## config.mk

```make
export PLATFORM = sky130hd
export DESIGN_NAME = tick_task_scheduler
export DESIGN_NICKNAME = d
export VERILOG_FILES = /design/src/hw/rtl/tts_pkg.sv /design/src/hw/rtl/tts_front.sv /design/src/hw/rtl/tts_engine.sv /design/src/hw/rtl/tick_task_scheduler.sv
export VERILOG_INCLUDE_DIRS = /design/src /design/src/hw/rtl
export SDC_FILE = /design/constraint.sdc
export NUM_CORES = 1
export LEC_CHECK = 0
export BUFFER_PORTS_ARGS = -buffer_cell sky130_fd_sc_hd__buf_2
export CORE_ASPECT_RATIO = 1.1
export CORE_UTILIZATION = 40
export CTS_CLUSTER_DIAMETER = 60
export DETAILED_ROUTE_END_ITERATION = 16
export PLACE_DENSITY_LB_ADDON = 0.2
export SLEW_MARGIN = 20
export SYNTH_ARGS = -nofsm -noshare
export SYNTH_HDL_FRONTEND = slang
export SYNTH_SLANG_ARGS = --single-unit
```

## constraint.sdc

```tcl
create_clock -name clk -period 5.3 [get_ports clk]
set_input_delay 0.53 -clock clk [delete_from_list [all_inputs] [get_ports clk]]
set_output_delay 0.53 -clock clk [all_outputs]
set_load 0.02 [all_outputs]
```

## src/hw/rtl/tick_task_scheduler_macros.svh

```systemverilog
`ifndef TICK_TASK_SCHEDULER_MACROS_SVH
`define TICK_TASK_SCHEDULER_MACROS_SVH

// Same-cycle implication check on clk, dropped while rst_n is low.
`define TTS_ASSERT_IMP(label, ante, cons, msg) \
    label: assert property (@(posedge clk) disable iff (!rst_n) (ante) |-> (cons)) \
        else $error(msg);

// Next-cycle implication check on clk, dropped while rst_n is low.
`define TTS_ASSERT_NXT(label, ante, cons, msg) \
    label: assert property (@(posedge clk) disable iff (!rst_n) (ante) |=> (cons)) \
        else $error(msg);

`endif

```

## src/hw/rtl/tts_pkg.sv

```systemverilog
`default_nettype none

package tts_pkg;

    localparam int TASK_SLOTS = 8;
    localparam int IDX_W      = (TASK_SLOTS > 1) ? $clog2(TASK_SLOTS) : 1;
    localparam int MAX_RUNS   = 8;
    localparam int RUN_CNT_W  = $clog2(MAX_RUNS + 1);

    // command codes
    localparam logic [1:0] CMD_ADD      = 2'd0;
    localparam logic [1:0] CMD_DEL      = 2'd1;
    localparam logic [1:0] CMD_TICK     = 2'd2;
    localparam logic [1:0] CMD_DISPATCH = 2'd3;

    // result kinds
    localparam logic [1:0] KIND_ADD  = 2'd0;
    localparam logic [1:0] KIND_DEL  = 2'd1;
    localparam logic [1:0] KIND_RUN  = 2'd2;
    localparam logic [1:0] KIND_NONE = 2'd3;

    // reply status
    localparam logic [1:0] STAT_OK    = 2'd0;
    localparam logic [1:0] STAT_FULL  = 2'd1;
    localparam logic [1:0] STAT_EMPTY = 2'd2;

    // sticky error codes
    localparam logic [1:0] ERR_NONE  = 2'd0;
    localparam logic [1:0] ERR_FULL  = 2'd1;
    localparam logic [1:0] ERR_EMPTY = 2'd2;

    typedef struct packed {
        logic [1:0]  cmd;
        logic [2:0]  slot;
        logic [15:0] start_delay;
        logic [15:0] repeat_period;
        logic        cooperative;
    } tts_req_t;

    typedef struct packed {
        logic [1:0] kind;
        logic [3:0] task_slot;
        logic [1:0] status;
        logic [1:0] error_code;
        logic       last;
    } tts_rsp_t;

    // classified item held in the queue between front and engine
    typedef struct packed {
        logic [1:0]       op;
        logic             walk;
        logic [2:0]       slot;
        logic [IDX_W-1:0] idx;
        logic             idx_ok;
        logic [15:0]      delay;
        logic [15:0]      period;
        logic             coop;
    } tts_job_t;

    typedef struct packed {
        logic busy;
        logic hold;
    } tts_eng_status_t;

endpackage

`default_nettype wire

```

## src/hw/rtl/tts_front.sv

```systemverilog
`default_nettype none

module tts_front (
    input  logic              clk,
    input  logic              rst_n,
    input  logic              req_valid,
    output logic              req_stall,
    input  tts_pkg::tts_req_t req,
    output logic              job_valid,
    output tts_pkg::tts_job_t job,
    input  logic              job_pop
);
    import tts_pkg::*;

    localparam logic [1:0] Q_FULL = 2'd2;

    tts_job_t   q_reg [2];
    logic       wr_ptr_reg;
    logic       rd_ptr_reg;
    logic [1:0] cnt_reg;
    logic [1:0] cnt_next;
    tts_job_t   job_in;
    logic       push;

    always_comb
    begin
        job_in.op     = req.cmd;
        job_in.walk   = (req.cmd == CMD_TICK) || (req.cmd == CMD_DISPATCH);
        job_in.slot   = req.slot;
        job_in.idx    = IDX_W'(req.slot);
        job_in.idx_ok = (32'(req.slot) < 32'(TASK_SLOTS));
        job_in.delay  = req.start_delay;
        job_in.period = req.repeat_period;
        job_in.coop   = req.cooperative;
    end

    assign req_stall = (cnt_reg == Q_FULL);
    assign push      = req_valid && !req_stall;
    assign job_valid = (cnt_reg != 2'd0);
    assign job       = q_reg[rd_ptr_reg];
    assign cnt_next  = cnt_reg + 2'(push) - 2'(job_pop);

    always_ff @(posedge clk or negedge rst_n)
    begin
        if (!rst_n)
        begin
            wr_ptr_reg <= 1'b0;
            rd_ptr_reg <= 1'b0;
            cnt_reg    <= 2'd0;
        end
        else
        begin
            if (push)
                wr_ptr_reg <= !wr_ptr_reg;
            if (job_pop)
                rd_ptr_reg <= !rd_ptr_reg;
            cnt_reg <= cnt_next;
        end
    end

    always_ff @(posedge clk)
    begin
        if (push)
            q_reg[wr_ptr_reg] <= job_in;
    end

endmodule

`default_nettype wire

```

## src/hw/rtl/tts_engine.sv

```systemverilog
`default_nettype none

module tts_engine (
    input  logic                     clk,
    input  logic                     rst_n,
    input  logic                     job_valid,
    input  tts_pkg::tts_job_t        job,
    output logic                     job_pop,
    output logic                     rsp_valid,
    input  logic                     rsp_stall,
    output tts_pkg::tts_rsp_t        rsp,
    output tts_pkg::tts_eng_status_t status
);
    import tts_pkg::*;

    localparam logic [1:0] ST_IDLE = 2'd0;
    localparam logic [1:0] ST_WALK = 2'd1;
    localparam logic [1:0] ST_DONE = 2'd2;

    // task table
    logic        valid_reg  [TASK_SLOTS];
    logic [15:0] delay_reg  [TASK_SLOTS];
    logic [15:0] period_reg [TASK_SLOTS];
    logic [7:0]  pend_reg   [TASK_SLOTS];
    logic        coop_reg   [TASK_SLOTS];
    logic [1:0]  err_reg;
    logic [1:0]  err_next;

    logic [1:0]           state_reg, state_next;
    logic [1:0]           op_reg, op_next;
    logic [IDX_W-1:0]     walk_reg, walk_next;
    logic [RUN_CNT_W-1:0] cnt_reg, cnt_next;
    logic                 hold_valid_reg, hold_valid_next;
    logic [3:0]           hold_slot_reg, hold_slot_next;
    logic                 rsp_valid_reg;
    tts_rsp_t             rsp_reg, rsp_next;
    logic                 rsp_load;

    logic             free_found;
    logic [IDX_W-1:0] free_idx;
    logic             out_ready;
    logic             do_add;
    logic             do_del;
    logic             do_slot;

    // current walk slot
    logic        cur_v;
    logic [15:0] cur_d;
    logic [15:0] cur_p;
    logic [7:0]  cur_pr;
    logic        cur_c;
    logic        emit_t;
    logic        emit_d;
    logic        emit;
    logic        keep;
    logic        clear_now;
    logic [1:0]  del_st;

    assign cur_v  = valid_reg[walk_reg];
    assign cur_d  = delay_reg[walk_reg];
    assign cur_p  = period_reg[walk_reg];
    assign cur_pr = pend_reg[walk_reg];
    assign cur_c  = coop_reg[walk_reg];

    assign emit_t    = cur_v && (cur_d == 16'd0) && !cur_c;
    assign emit_d    = cur_v && cur_c && (cur_pr != 8'd0);
    assign emit      = (op_reg == CMD_TICK) ? emit_t : emit_d;
    assign keep      = emit && (cnt_reg < RUN_CNT_W'(MAX_RUNS));
    assign clear_now = emit && (cur_p == 16'd0);
    assign out_ready = !rsp_valid_reg || !rsp_stall;

    // lowest free slot
    always_comb
    begin
        free_found = 1'b0;
        free_idx   = '0;
        for (int i = TASK_SLOTS - 1; i >= 0; i--)
        begin
            if (!valid_reg[i])
            begin
                free_found = 1'b1;
                free_idx   = IDX_W'(i);
            end
        end
    end

    always_comb
    begin
        state_next      = state_reg;
        op_next         = op_reg;
        walk_next       = walk_reg;
        cnt_next        = cnt_reg;
        hold_valid_next = hold_valid_reg;
        hold_slot_next  = hold_slot_reg;
        err_next        = err_reg;
        rsp_next        = rsp_reg;
        rsp_load        = 1'b0;
        job_pop         = 1'b0;
        do_add          = 1'b0;
        do_del          = 1'b0;
        do_slot         = 1'b0;
        del_st          = STAT_OK;

        unique case (state_reg)
            ST_IDLE:
            begin
                if (job_valid)
                begin
                    if (job.walk)
                    begin
                        job_pop         = 1'b1;
                        op_next         = job.op;
                        walk_next       = '0;
                        cnt_next        = '0;
                        hold_valid_next = 1'b0;
                        state_next      = ST_WALK;
                    end
                    else if (out_ready)
                    begin
                        job_pop  = 1'b1;
                        rsp_load = 1'b1;
                        if (job.op == CMD_ADD)
                        begin
                            if (free_found)
                            begin
                                do_add   = 1'b1;
                                rsp_next = '{KIND_ADD, 4'(free_idx), STAT_OK, err_reg, 1'b1};
                            end
                            else
                            begin
                                err_next = ERR_FULL;
                                rsp_next = '{KIND_ADD, 4'(TASK_SLOTS), STAT_FULL, ERR_FULL, 1'b1};
                            end
                        end
                        else
                        begin
                            do_del = job.idx_ok;
                            // out-of-range index behaves as an empty slot
                            if (!job.idx_ok || !valid_reg[job.idx])
                            begin
                                err_next = ERR_EMPTY;
                                del_st   = STAT_EMPTY;
                            end
                            rsp_next = '{KIND_DEL, 4'(job.slot), del_st, err_next, 1'b1};
                        end
                    end
                end
            end

            ST_WALK:
            begin
                // a new run pushes the held one out, so it needs the output free
                if (!keep || !hold_valid_reg || out_ready)
                begin
                    do_slot = 1'b1;
                    if (keep)
                    begin
                        if (hold_valid_reg)
                        begin
                            rsp_load = 1'b1;
                            rsp_next = '{KIND_RUN, hold_slot_reg, STAT_OK, err_reg, 1'b0};
                        end
                        hold_valid_next = 1'b1;
                        hold_slot_next  = 4'(walk_reg);
                        cnt_next        = cnt_reg + RUN_CNT_W'(1);
                    end
                    if (walk_reg == IDX_W'(TASK_SLOTS - 1))
                        state_next = ST_DONE;
                    else
                        walk_next = walk_reg + IDX_W'(1);
                end
            end

            ST_DONE:
            begin
                if (out_ready)
                begin
                    rsp_load = 1'b1;
                    if (hold_valid_reg)
                        rsp_next = '{KIND_RUN, hold_slot_reg, STAT_OK, err_reg, 1'b1};
                    else
                        rsp_next = '{KIND_NONE, 4'd0, STAT_OK, err_reg, 1'b1};
                    hold_valid_next = 1'b0;
                    state_next      = ST_IDLE;
                end
            end

            default:
            begin
                state_next = ST_IDLE;
            end
        endcase
    end

    always_ff @(posedge clk or negedge rst_n)
    begin
        if (!rst_n)
        begin
            state_reg      <= ST_IDLE;
            op_reg         <= CMD_ADD;
            walk_reg       <= '0;
            cnt_reg        <= '0;
            hold_valid_reg <= 1'b0;
            rsp_valid_reg  <= 1'b0;
            err_reg        <= ERR_NONE;
            for (int i = 0; i < TASK_SLOTS; i++)
            begin
                valid_reg[i] <= 1'b0;
            end
        end
        else
        begin
            state_reg      <= state_next;
            op_reg         <= op_next;
            walk_reg       <= walk_next;
            cnt_reg        <= cnt_next;
            hold_valid_reg <= hold_valid_next;
            err_reg        <= err_next;
            if (rsp_load)
                rsp_valid_reg <= 1'b1;
            else if (!rsp_stall)
                rsp_valid_reg <= 1'b0;
            if (do_add)
                valid_reg[free_idx] <= 1'b1;
            if (do_del)
                valid_reg[job.idx] <= 1'b0;
            if (do_slot && clear_now)
                valid_reg[walk_reg] <= 1'b0;
        end
    end

    always_ff @(posedge clk)
    begin
        hold_slot_reg <= hold_slot_next;
        if (rsp_load)
            rsp_reg <= rsp_next;
        if (do_add)
        begin
            delay_reg[free_idx]  <= job.delay;
            period_reg[free_idx] <= job.period;
            pend_reg[free_idx]   <= 8'd0;
            coop_reg[free_idx]   <= job.coop;
        end
        if (do_slot)
        begin
            if (op_reg == CMD_TICK)
            begin
                if (cur_v)
                begin
                    if (cur_d != 16'd0)
                        delay_reg[walk_reg] <= cur_d - 16'd1;
                    else
                    begin
                        if (cur_c && (cur_pr != 8'hFF))
                            pend_reg[walk_reg] <= cur_pr + 8'd1;
                        if (cur_p != 16'd0)
                            delay_reg[walk_reg] <= cur_p;
                    end
                end
            end
            else if (emit_d)
                pend_reg[walk_reg] <= cur_pr - 8'd1;
        end
    end

    assign rsp_valid   = rsp_valid_reg;
    assign rsp         = rsp_reg;
    assign status.busy = (state_reg != ST_IDLE);
    assign status.hold = hold_valid_reg;

endmodule

`default_nettype wire

```

## src/hw/rtl/tick_task_scheduler.sv

```systemverilog
// Task scheduler over a table of TASK_SLOTS slots. Items enter a two-deep queue
// and are taken by the table engine one at a time. Add and delete each give one
// reply. Tick and dispatch walk the table one slot per clock, except while a run
// result waits on a stalled result side; each produces up to eight run results, or
// one nothing-due result, the final one flagged last. The queue keeps accepting
// items while a walk is in progress until it is full.
`default_nettype none

`include "tick_task_scheduler_macros.svh"

module tick_task_scheduler (
    input  logic              clk,
    input  logic              rst_n,
    input  logic              req_valid,
    output logic              req_stall,
    input  tts_pkg::tts_req_t req,
    output logic              rsp_valid,
    input  logic              rsp_stall,
    output tts_pkg::tts_rsp_t rsp
);
    import tts_pkg::*;

    logic            job_valid;
    logic            job_pop;
    tts_job_t        job;
    tts_eng_status_t status;

    tts_front u_front (
        .clk       (clk),
        .rst_n     (rst_n),
        .req_valid (req_valid),
        .req_stall (req_stall),
        .req       (req),
        .job_valid (job_valid),
        .job       (job),
        .job_pop   (job_pop)
    );

    tts_engine u_engine (
        .clk       (clk),
        .rst_n     (rst_n),
        .job_valid (job_valid),
        .job       (job),
        .job_pop   (job_pop),
        .rsp_valid (rsp_valid),
        .rsp_stall (rsp_stall),
        .rsp       (rsp),
        .status    (status)
    );

    `TTS_ASSERT_IMP(a_pop_nonempty, job_pop, job_valid, "pop from empty queue")
    `TTS_ASSERT_NXT(a_walk_starts, job_pop && job.walk, status.busy, "walk did not start")
    `TTS_ASSERT_IMP(a_idle_no_hold, !status.busy, !status.hold, "held run left in idle")
    `TTS_ASSERT_IMP(a_reply_last, rsp_valid && (rsp.kind != KIND_RUN), rsp.last,
        "single reply not marked last")
    `TTS_ASSERT_IMP(a_full_err, rsp_valid && (rsp.status == STAT_FULL),
        rsp.error_code == ERR_FULL, "full reply without full error")

endmodule

`default_nettype wire

```

==> flow_metrics.tcl, run 1 <==
set metrics [dict create \
    status "complete, no violations" \
    cts-resized-gates 0 \
    seq_area_frac_synth 0.679 \
    worstSetupPathType "reg2reg" \
    viasPerCell 5.52 \
    r2r-start "u_engine.walk_reg[0]$_DFFE_PN0P_" \
    min_period_ns 4.70 \
    rows 84 \
    synth.avg_cell_area_um2 16.1 \
    vias 11000 \
    synth-compound-area-share 0.0625 \
    ios 55 \
    critPathLaunch "u_engine.walk_reg[0]$_DFFE_PN0P_" \
    synthAdderAreaFrac 0.0109 \
    chipWidth_um 213 \
    mostFrequentLayoutCells "419 x edfxtp_1, 98 x mux2i_1, 90 x nand2_1" \
    synth_xor_area_frac 0.0108 \
    grt_overflow 0 \
    grt_first_pass_wirelength_mm 69.6 \
    insertion_delay_ns 0.60 \
    hold_viol 0 \
    synthMuxAreaShare 0.139 \
    fill_cells 4180 \
    route.detailed.drc 0 \
    cts.clk_slew.worst_paths_ns 0.06 \
    cts_buffer_depth 3 \
    die_area_um2 49700 \
    worst_pin_slew_ns 1.07 \
    ys.warnings.count 0 \
    grt_max_degree 48 \
    seqCellArea_um2 13300 \
    peakVddDrop_mv 0.283 \
    clockRootBuffer "clkbuf_16" \
    layout_commonest_cell "edfxtp_1" \
    synth-main-ff-cell "edfxtp_1" \
    hold_start "req[32]" \
    crit_required_ns 5.68 \
    placed_area_um2 20700 \
    finalNetCount 1368 \
    synth_area_um2 19500 \
    synth_top_family_by_area "multiplexers" \
    ys_types 83 \
    die_height_um 234 \
    pre_cts_slack_ns 0.672 \
    drive_gt1_frac 0.217 \
    finalSetupViolations 0 \
    hpwl_mm 29.9 \
    tns_ns 0 \
    cts_tree "yes" \
    antenna_cells 0 \
    postRouteAntennaNets 0 \
    cp-end-kind "flop" \
    async_flop_share 0.0605 \
    cts.sinks 446 \
    min_path_type "in2reg" \
    leakage_nw 7.77 \
    fmaxAchievable_ghz 0.213 \
    multiInputGateArea_um2 5860 \
    slew_violations 0 \
    p_per_area_nw_per_um2 564 \
    reg2reg_slack_ns 0.60 \
    wl_per_cell_um 23.3 \
    synthCells 1215 \
    area_growth_pct 13.7 \
    drt-initial-drc-count 808 \
    port_buffers 54 \
    totalWireLength_mm 46.3 \
    start_util 0.406 \
    gp_congestion 0.865 \
    htreeDepth 2 \
    fin_ws_ns 0.602 \
    slew_headroom 0.283 \
    synth_fp_nets 1274 \
    synth_edf_count 419 \
    cp_max_fo 25 \
    startpoint_type "flop" \
    antenna_found_initial 0 \
    core_area_um2 48000 \
    first_pass_iters 5 \
    grt_pass1_vias 11200 \
    fin_area_um2 22200 \
    power_mw 12.5 \
    skew_ns 0.0189 \
    final_util 0.462 \
    rsz0062_at_grt "false" \
    synth_seq_cells 446 \
    track_usage 0.191 \
    synthSimpleGateAreaFrac 0.0743 \
    cp.arrival_ns 5.08 \
    maxCapViolCount 0 \
    cts_inserted_buffers 48 \
    post-route-period-util 0.887 \
]
==> worst max-delay path, stage by stage (launching register included) <==
cell	delay, ns
dfrtp_4	0.67
buf_4	0.25
inv_2	0.35
mux4_2	0.39
or2_1	0.29
nand3b_1	0.23
o31ai_2	0.42
inv_2	0.16
ha_1	0.25
or2_2	0.33
o31ai_1	0.34
o21bai_1	0.15
or4_1	0.41
nand3_1	0.24
==> path summary, 6_finish.rpt <==
check | endpoint | depth (start not counted)
worst min register to register | u_engine.cnt_reg[2]$_DFFE_PN0P_ | 1
min in group asynchronous | u_engine.err_reg[0]$_DFFE_PN0P_ | 2
max in group asynchronous | u_engine.walk_reg[0]$_DFFE_PN0P_ | 2
worst max register to register | u_engine.pend_reg[1][7]$_DFFE_PP_ | 13
worst max-delay path | u_engine.pend_reg[1][7]$_DFFE_PP_ | 13
worst min-delay path | u_front.q_reg[0][32]$_DFFE_PP_ | 1
==> power by group <==
group	internal [mW]	leakage, nW	switching [mW]	total [mW]
clock network	1.86	0.726	1.38	3.24
logic	1.69	2.86	2.75	4.44
registers	4.59	4.18	0.255	4.85
total	8.14	7.77	4.39	12.5
==> cell usage after synthesis (all sizes together) (9+ instances only) <==
cell      n  area [um^2]
a21oi    36          195
a221oi   12          118
a31oi     9         56.3
and2     12         75.1
and3     17          106
buf      44          322
clkbuf   14         52.6
dfrtp    27          676
edfxtp  419        12600
ha       17          213
inv      19         71.3
mux2     42          473
mux2i   105         1050
mux4     53         1190
nand2    90          338
nand3    20          113
nor2     50          193
nor2b    13         81.3
nor3     22          131
o21ai    35          175
o22ai    11         68.8
xnor2    11         96.3
xor2     13          114
==> routing by layer <==
metal / track usage / wire [um] / share of wire
met5: 0 / 0 / 0
met4: 0.0692 / 1280 / 0.028
met3: 0.0261 / 2050 / 0.044
met2: 0.314 / 22400 / 0.48
met1: 0.259 / 20600 / 0.44
==> final cells by class <==
cell class              instances  share of cell area
clock inverters                32              0.0132
well taps                     645              0.0363
repair buffers                102              0.0308
multi-input cells             691               0.264
clock buffers                  53              0.0549
inverters                      20             0.00338
flip-flops and latches        446               0.598
==> repair_timing <==
item | 4_1_cts | 5_1_grt
setup buffers | 0 | 0
endpoints found under the hold margin | 27 | 0
hold buffers | 1 | 0
==> stage by stage <==
step	std cells	hold WS [ns]
final	1989	0.120
after floorplan	1215	0.234
after global routing	1989	0.114
after CTS	1989	0.0941
after global placement	1903	0.510
after detailed placement	1903	0.524
==> cells by family after synthesis <==
group / Yosys count
AOI/OAI and AO/OA: 174
xor gates and xnor gates: 24
adders and majority gates: 17
buffers and inverters: 78
DFF: 446
muxes: 200
and+or+nand+nor: 276
No activity file was read; power rests on OpenSTA's default activity.
==> inputs of run 2 (changes only) <==
==> constraint.sdc (replaced) <==
create_clock -name clk -period 5.45 [get_ports clk]
set_input_delay 0.545 -clock clk [delete_from_list [all_inputs] [get_ports clk]]
set_output_delay 0.545 -clock clk [all_outputs]
set_load 0.02 [all_outputs]
==> run 2 against run 1 <==
Utilization down 0.11 points. Count of clock-buffer cells in the layout up 7. Register-to-register slack about the same. Global-route usage up 0.095 points. Die area unchanged. Sequential share of layout area up 0.14 points. Via count up 0.62%. First-iteration DRC count up 17%. Cell area down 0.24%. Flip-flop and latch count unchanged. Wire length about the same.
==> flow_metrics.tcl, run 2 (same netlist as run 1, synthesis figures left out) <==
set metrics [dict create \
    antenna_found_initial 0 \
    leakage_nw 7.75 \
    ios 55 \
    die_height_um 234 \
    finalSetupViolations 0 \
    cts_tree "yes" \
    die_area_um2 49700 \
    vias 11100 \
    cp_top_family "compound AO/OA/AOI/OAI gates" \
    wl_per_cell_um 23.3 \
    cts.sinks 446 \
    cpMostUsedCell "nand3_1" \
    switching_share 0.351 \
    cp_max_fo 35 \
    min_period_ns 4.84 \
    layout_commonest_cell "edfxtp_1" \
    totalWireLength_mm 46.3 \
    insertion_delay_ns 0.61 \
    antenna_cells 0 \
    cts.clk_slew.worst_paths_ns 0.06 \
    seqPwrFrac 0.391 \
    slew_violations 0 \
    chipWidth_um 213 \
    cp-end-kind "flop" \
    cp.arrival_ns 5.22 \
    skew_ns 0.0295 \
    cts_inserted_buffers 48 \
    mostFrequentLayoutCells "419 x edfxtp_1, 98 x mux2i_1, 90 x nand2_1" \
    peakVddDrop_mv 0.264 \
    post-route-period-util 0.889 \
    area_growth_pct 13.5 \
    cp_slowest_cell "dfrtp_4" \
    startpoint_type "flop" \
    cp.depth 13 \
    r2r_cells 13 \
    maxCapViolCount 0 \
    crit_required_ns 5.83 \
    fmaxAchievable_ghz 0.206 \
    core_area_um2 48000 \
    min_path_type "in2reg" \
    path_cells "buf_12 -> nor2_1 -> a221o_1 -> a221oi_2 -> nand3_1 -> o31ai_2 -> inv_2 -> ha_1 -> or2_2 -> o31ai_1 -> o21bai_1 -> or4_1 -> nand3_1" \
    tns_ns 0 \
    finalNetCount 1360 \
    htreeDepth 2 \
    power_switching_mw 4.27 \
    grt_max_degree 60 \
    crit_buf_inv 2 \
    max_stage_delay_ns 0.84 \
    port_buffers 54 \
    status "complete, no violations" \
    gp_congestion 0.886 \
    slew_headroom 0.264 \
    rsz0062_at_grt "false" \
    rows 84 \
    worstSetupPathType "reg2reg" \
    hpwl_mm 29.5 \
    internal_power_mw 7.91 \
    power_frac_comb 0.346 \
    first_pass_iters 5 \
    p_per_area_nw_per_um2 550 \
    hold_viol 0 \
    worst_pin_slew_ns 1.10 \
    drt-initial-drc-count 944 \
    postRouteAntennaNets 0 \
    power_mw 12.2 \
    clockRootBuffer "clkbuf_16" \
    cts_buffer_depth 3 \
    grt_overflow 0 \
    pwr-share-clk 0.262 \
    postCtsSetupBuffers 0 \
    start_util 0.406 \
    whs_path_depth 1 \
    drive_gt1_frac 0.207 \
    grt_first_pass_wirelength_mm 69.8 \
    route.detailed.drc 0 \
    viasPerCell 5.56 \
    track_usage 0.192 \
    grt_pass1_vias 11100 \
]
[run 2: changes by cell type in the layout (fill, tap and decap cells not counted), sizes merged]
cell and delta:
buf -8, clkbuf +7, clkinvlp -5, clkinv +4, inv -1
[run 2: repair_timing]
item                                   in CTS  in global routing
hold buffers                                1                  0
endpoints found under the hold margin      25                  0
setup endpoints to repair                   0                  0
gates resized for setup                     0                  0
[run 2: per-stage QoR]
| step | hold slack [ns] | instance area (um^2) | worst slack (ns) | utilization | std cells |
|---|---|---|---|---|---|
| after floorplan | 0.249 | 19500 | 1.16 | - | 1215 |
| after global placement | 0.511 | 20600 | 0.825 | 0.429 | 1895 |
| after detailed placement | 0.522 | 20600 | 0.732 | 0.429 | 1895 |
| after CTS | 0.0937 | 22200 | 0.682 | 0.461 | 1986 |
| after global routing | 0.102 | 22200 | 0.102 | 0.461 | 1986 |
| final | 0.129 | 22200 | 0.606 | 0.461 | 1986 |
[run 2: path summary, 6_finish.rpt]
check                                                         end                              from  slack (ns)
worst min-delay path                u_front.q_reg[1][0]$_DFFE_PP_                            req[0]        0.13
worst min register to register     u_engine.op_reg[1]$_DFFE_PN0P_    u_engine.op_reg[1]$_DFFE_PN0P_        0.53
min in group asynchronous          u_front.wr_ptr_reg$_DFFE_PN0P_                             rst_n        0.52
max in group asynchronous        u_engine.walk_reg[0]$_DFFE_PN0P_                             rst_n        4.44
worst max register to register  u_engine.pend_reg[0][7]$_DFFE_PP_  u_engine.walk_reg[1]$_DFFE_PN0P_        0.61
worst max-delay path            u_engine.pend_reg[0][7]$_DFFE_PP_  u_engine.walk_reg[1]$_DFFE_PN0P_        0.61
[run 2: layer usage]
| metal | track usage | routed length (um) | up-vias |
|---|---|---|---|
| met3 | 0.0380 | 2410 | 86 |
| met2 | 0.309 | 22000 | 313 |
| met4 | 0.0645 | 1380 | 0 |
| met1 | 0.260 | 20500 | 5650 |
| met5 | 0 | 0 | - |
| li1 | - | - | 5001 |
[run 2: layout make-up]
type | instances | area, um^2
clock buffers | 60 | 1270
flip-flops and latches | 446 | 13300
fillers | 4190 | 25900
clock inverters | 30 | 279
repair buffers | 94 | 598
well taps | 645 | 807
inverters | 20 | 75.1
multi-input cells | 691 | 5860
[run 2: power groups by stage]
stage	Clock [mW]	Sequential, mW	Combinational (mW)
after CTS	3.27	4.77	4.27
after global placement	0	4.83	4.22
final	3.20	4.76	4.22
after global routing	3.40	4.82	4.61
after detailed placement	0	4.84	4.25
after floorplan	0	4.66	3.12
==> inputs of run 3 (changes only) <==
--- a/config.mk
+++ b/config.mk
@@ -8,7 +8,7 @@
 export LEC_CHECK = 0
 export BUFFER_PORTS_ARGS = -buffer_cell sky130_fd_sc_hd__buf_2
 export CORE_ASPECT_RATIO = 1.1
-export CORE_UTILIZATION = 40
+export CORE_UTILIZATION = 30
 export CTS_CLUSTER_DIAMETER = 60
 export DETAILED_ROUTE_END_ITERATION = 16
 export PLACE_DENSITY_LB_ADDON = 0.2
==> run 3 against run 2 <==
Sequential share of layout area decreased by 0.78 points. Sequential power about the same. Clock skew decreased by 0.011 ns. Cell area increased by 1.3%. Worst hold slack improved by 0.026 ns. Critical path type unchanged. Critical endpoint is now u_engine.delay_reg[2][9]$_DFFE_PP_. Largest cell class unchanged. Largest power group unchanged.
==> flow_metrics.tcl, run 3 (same netlist as run 1, synthesis figures left out) <==
set metrics [dict create \
    status "complete, no violations" \
    tns_ns 0 \
    rsz0062_at_grt "false" \
    mostFrequentLayoutCells "419 x edfxtp_1, 98 x mux2i_1, 90 x nand2_1" \
    die_height_um 270 \
    hold_viol 0 \
    grt_pass1_vias 11400 \
    power_frac_comb 0.352 \
    hold_start "req[32]" \
    htreeDepth 2 \
    peakVddDrop_mv 0.251 \
    skew_ns 0.0188 \
    cts_tree "yes" \
    die_area_um2 66100 \
    vias 11000 \
    start_util 0.305 \
    fin_ws_ns 0.582 \
    insertion_delay_ns 0.58 \
    worstSetupPathType "reg2reg" \
    grt_max_degree 62 \
    slew_violations 0 \
    holdPathEnd "u_front.q_reg[1][32]$_DFFE_PP_" \
    drive_gt1_frac 0.219 \
    postRouteAntennaNets 0 \
    r2r-start "u_engine.walk_reg[1]$_DFFE_PN0P_" \
    cts-resized-gates 0 \
    reg2reg_slack_ns 0.58 \
    pwr-share-clk 0.255 \
    hpwl_mm 32.0 \
    first_pass_iters 5 \
    finalSetupViolations 0 \
    layout_commonest_cell "edfxtp_1" \
    cts.clk_slew.worst_paths_ns 0.06 \
    max_stage_delay_ns 0.91 \
    power_mw 12.2 \
    switching_share 0.349 \
    cp.arrival_ns 5.15 \
    chipWidth_um 245 \
    power_switching_mw 4.25 \
    post-route-period-util 0.893 \
    cp_max_fo 49 \
    cp-end-kind "flop" \
    path_cells "nor2_1 -> a221oi_1 -> o211ai_1 -> or4b_1 -> nor4_4 -> nor2_2 -> a21oi_4 -> buf_4 -> mux2i_1" \
    min_path_type "in2reg" \
    clockRootBuffer "clkbuf_16" \
    cts_buffer_depth 3 \
    cp_slowest_cell "dfrtp_4" \
    crit_required_ns 5.74 \
    pre_cts_slack_ns 0.544 \
    totalWireLength_mm 48.6 \
    cts.sinks 446 \
    maxCapViolCount 0 \
    gp_congestion 0.881 \
    startpoint_type "flop" \
    antenna_cells 0 \
    route.detailed.drc 0 \
    port_buffers 54 \
    grt_first_pass_wirelength_mm 73.2 \
    fmaxAchievable_ghz 0.205 \
    worst_pin_slew_ns 1.07 \
    leakage_nw 7.80 \
    r2r_end "u_engine.delay_reg[2][9]$_DFFE_PP_" \
    viasPerCell 5.01 \
    rows 97 \
    core_area_um2 64000 \
    grt_overflow 0 \
    whs_path_depth 1 \
    finalNetCount 1374 \
    slew_headroom 0.283 \
    drt-initial-drc-count 675 \
    internal_power_mw 7.91 \
    r2r_cells 9 \
    seqPwrFrac 0.393 \
    antenna_found_initial 0 \
    cts_inserted_buffers 49 \
    fill_cells 6025 \
    track_usage 0.149 \
    area_growth_pct 15.0 \
    wl_per_cell_um 22.2 \
    p_per_area_nw_per_um2 542 \
    ios 55 \
    min_period_ns 4.87 \
]
run 3: area by class of cell:
type | count | area (um^2) | share of cell area
Clock buffer | 62 | 1290 | 0.0577
Multi-Input combinational cell | 691 | 5860 | 0.261
Clock inverter | 22 | 189 | 0.00842
Sequential cell | 446 | 13300 | 0.591
Inverter | 20 | 75.1 | 0.00334
Timing Repair Buffer | 107 | 708 | 0.0316
Tap cell | 841 | 1050 | 0.0469
run 3: power groups by stage:
stage / Combinational [mW] / Sequential (mW) / Clock (mW)
floorplan: 3.12 / 4.66 / 0
global placement: 4.32 / 4.85 / 0
detailed placement: 4.35 / 4.85 / 0
CTS: 4.36 / 4.78 / 3.20
global route: 4.68 / 4.83 / 3.33
finish: 4.28 / 4.78 / 3.11
run 3: worst max path at each step:
stage | startpoint | endpoint | slack [ns] | depth (start not counted)
after detailed placement | u_engine.walk_reg[1]$_DFFE_PN0P_ | u_engine.delay_reg[7][9]$_DFFE_PP_ | 0.54 | 9
after global placement | u_engine.walk_reg[1]$_DFFE_PN0P_ | u_engine.delay_reg[1][9]$_DFFE_PP_ | 0.56 | 9
after floorplan | u_engine.walk_reg[2]$_DFFE_PN0P_ | u_engine.delay_reg[1][0]$_DFFE_PP_ | 1.16 | 14
after CTS | u_engine.walk_reg[1]$_DFFE_PN0P_ | u_engine.delay_reg[2][9]$_DFFE_PP_ | 0.51 | 9
final | u_engine.walk_reg[1]$_DFFE_PN0P_ | u_engine.delay_reg[2][9]$_DFFE_PP_ | 0.58 | 9
after global routing | u_engine.walk_reg[0]$_DFFE_PN0P_ | u_engine.pend_reg[0][6]$_DFFE_PP_ | 0.21 | 16
run 3: timing repair:
action	in CTS	in global routing
hold buffers	1	0
buffers inserted	0	0
endpoints found under the hold margin	14	0
run 3: critical path: cells and delay by family, from the launching register on:
kind                   cells  cell delay, ns
and+or+nand+nor            4            1.67
buffers and inverters      1            0.35
DFF                        1            0.91
muxes                      1            0.59
AOI/OAI and AO/OA          3            0.99
run 3: through the flow:
step                      hold slack [ns]  instances   util  instance area, um^2
final                               0.155       2189  0.351                22400
after global routing                0.121       2189  0.351                22400
after CTS                           0.115       2189  0.351                22400
after detailed placement            0.526       2104  0.328                21000
after global placement              0.503       2104  0.328                21000
after floorplan                     0.249       1215      -                19500
run 3: per-layer routing:
layer,GRT usage,up-vias,wire (um)
li1,-,5015,-
met1,0.196,5593,21400
met2,0.246,269,23400
met3,0.0258,82,2160
met4,0.0539,0,1620
met5,0,-,0
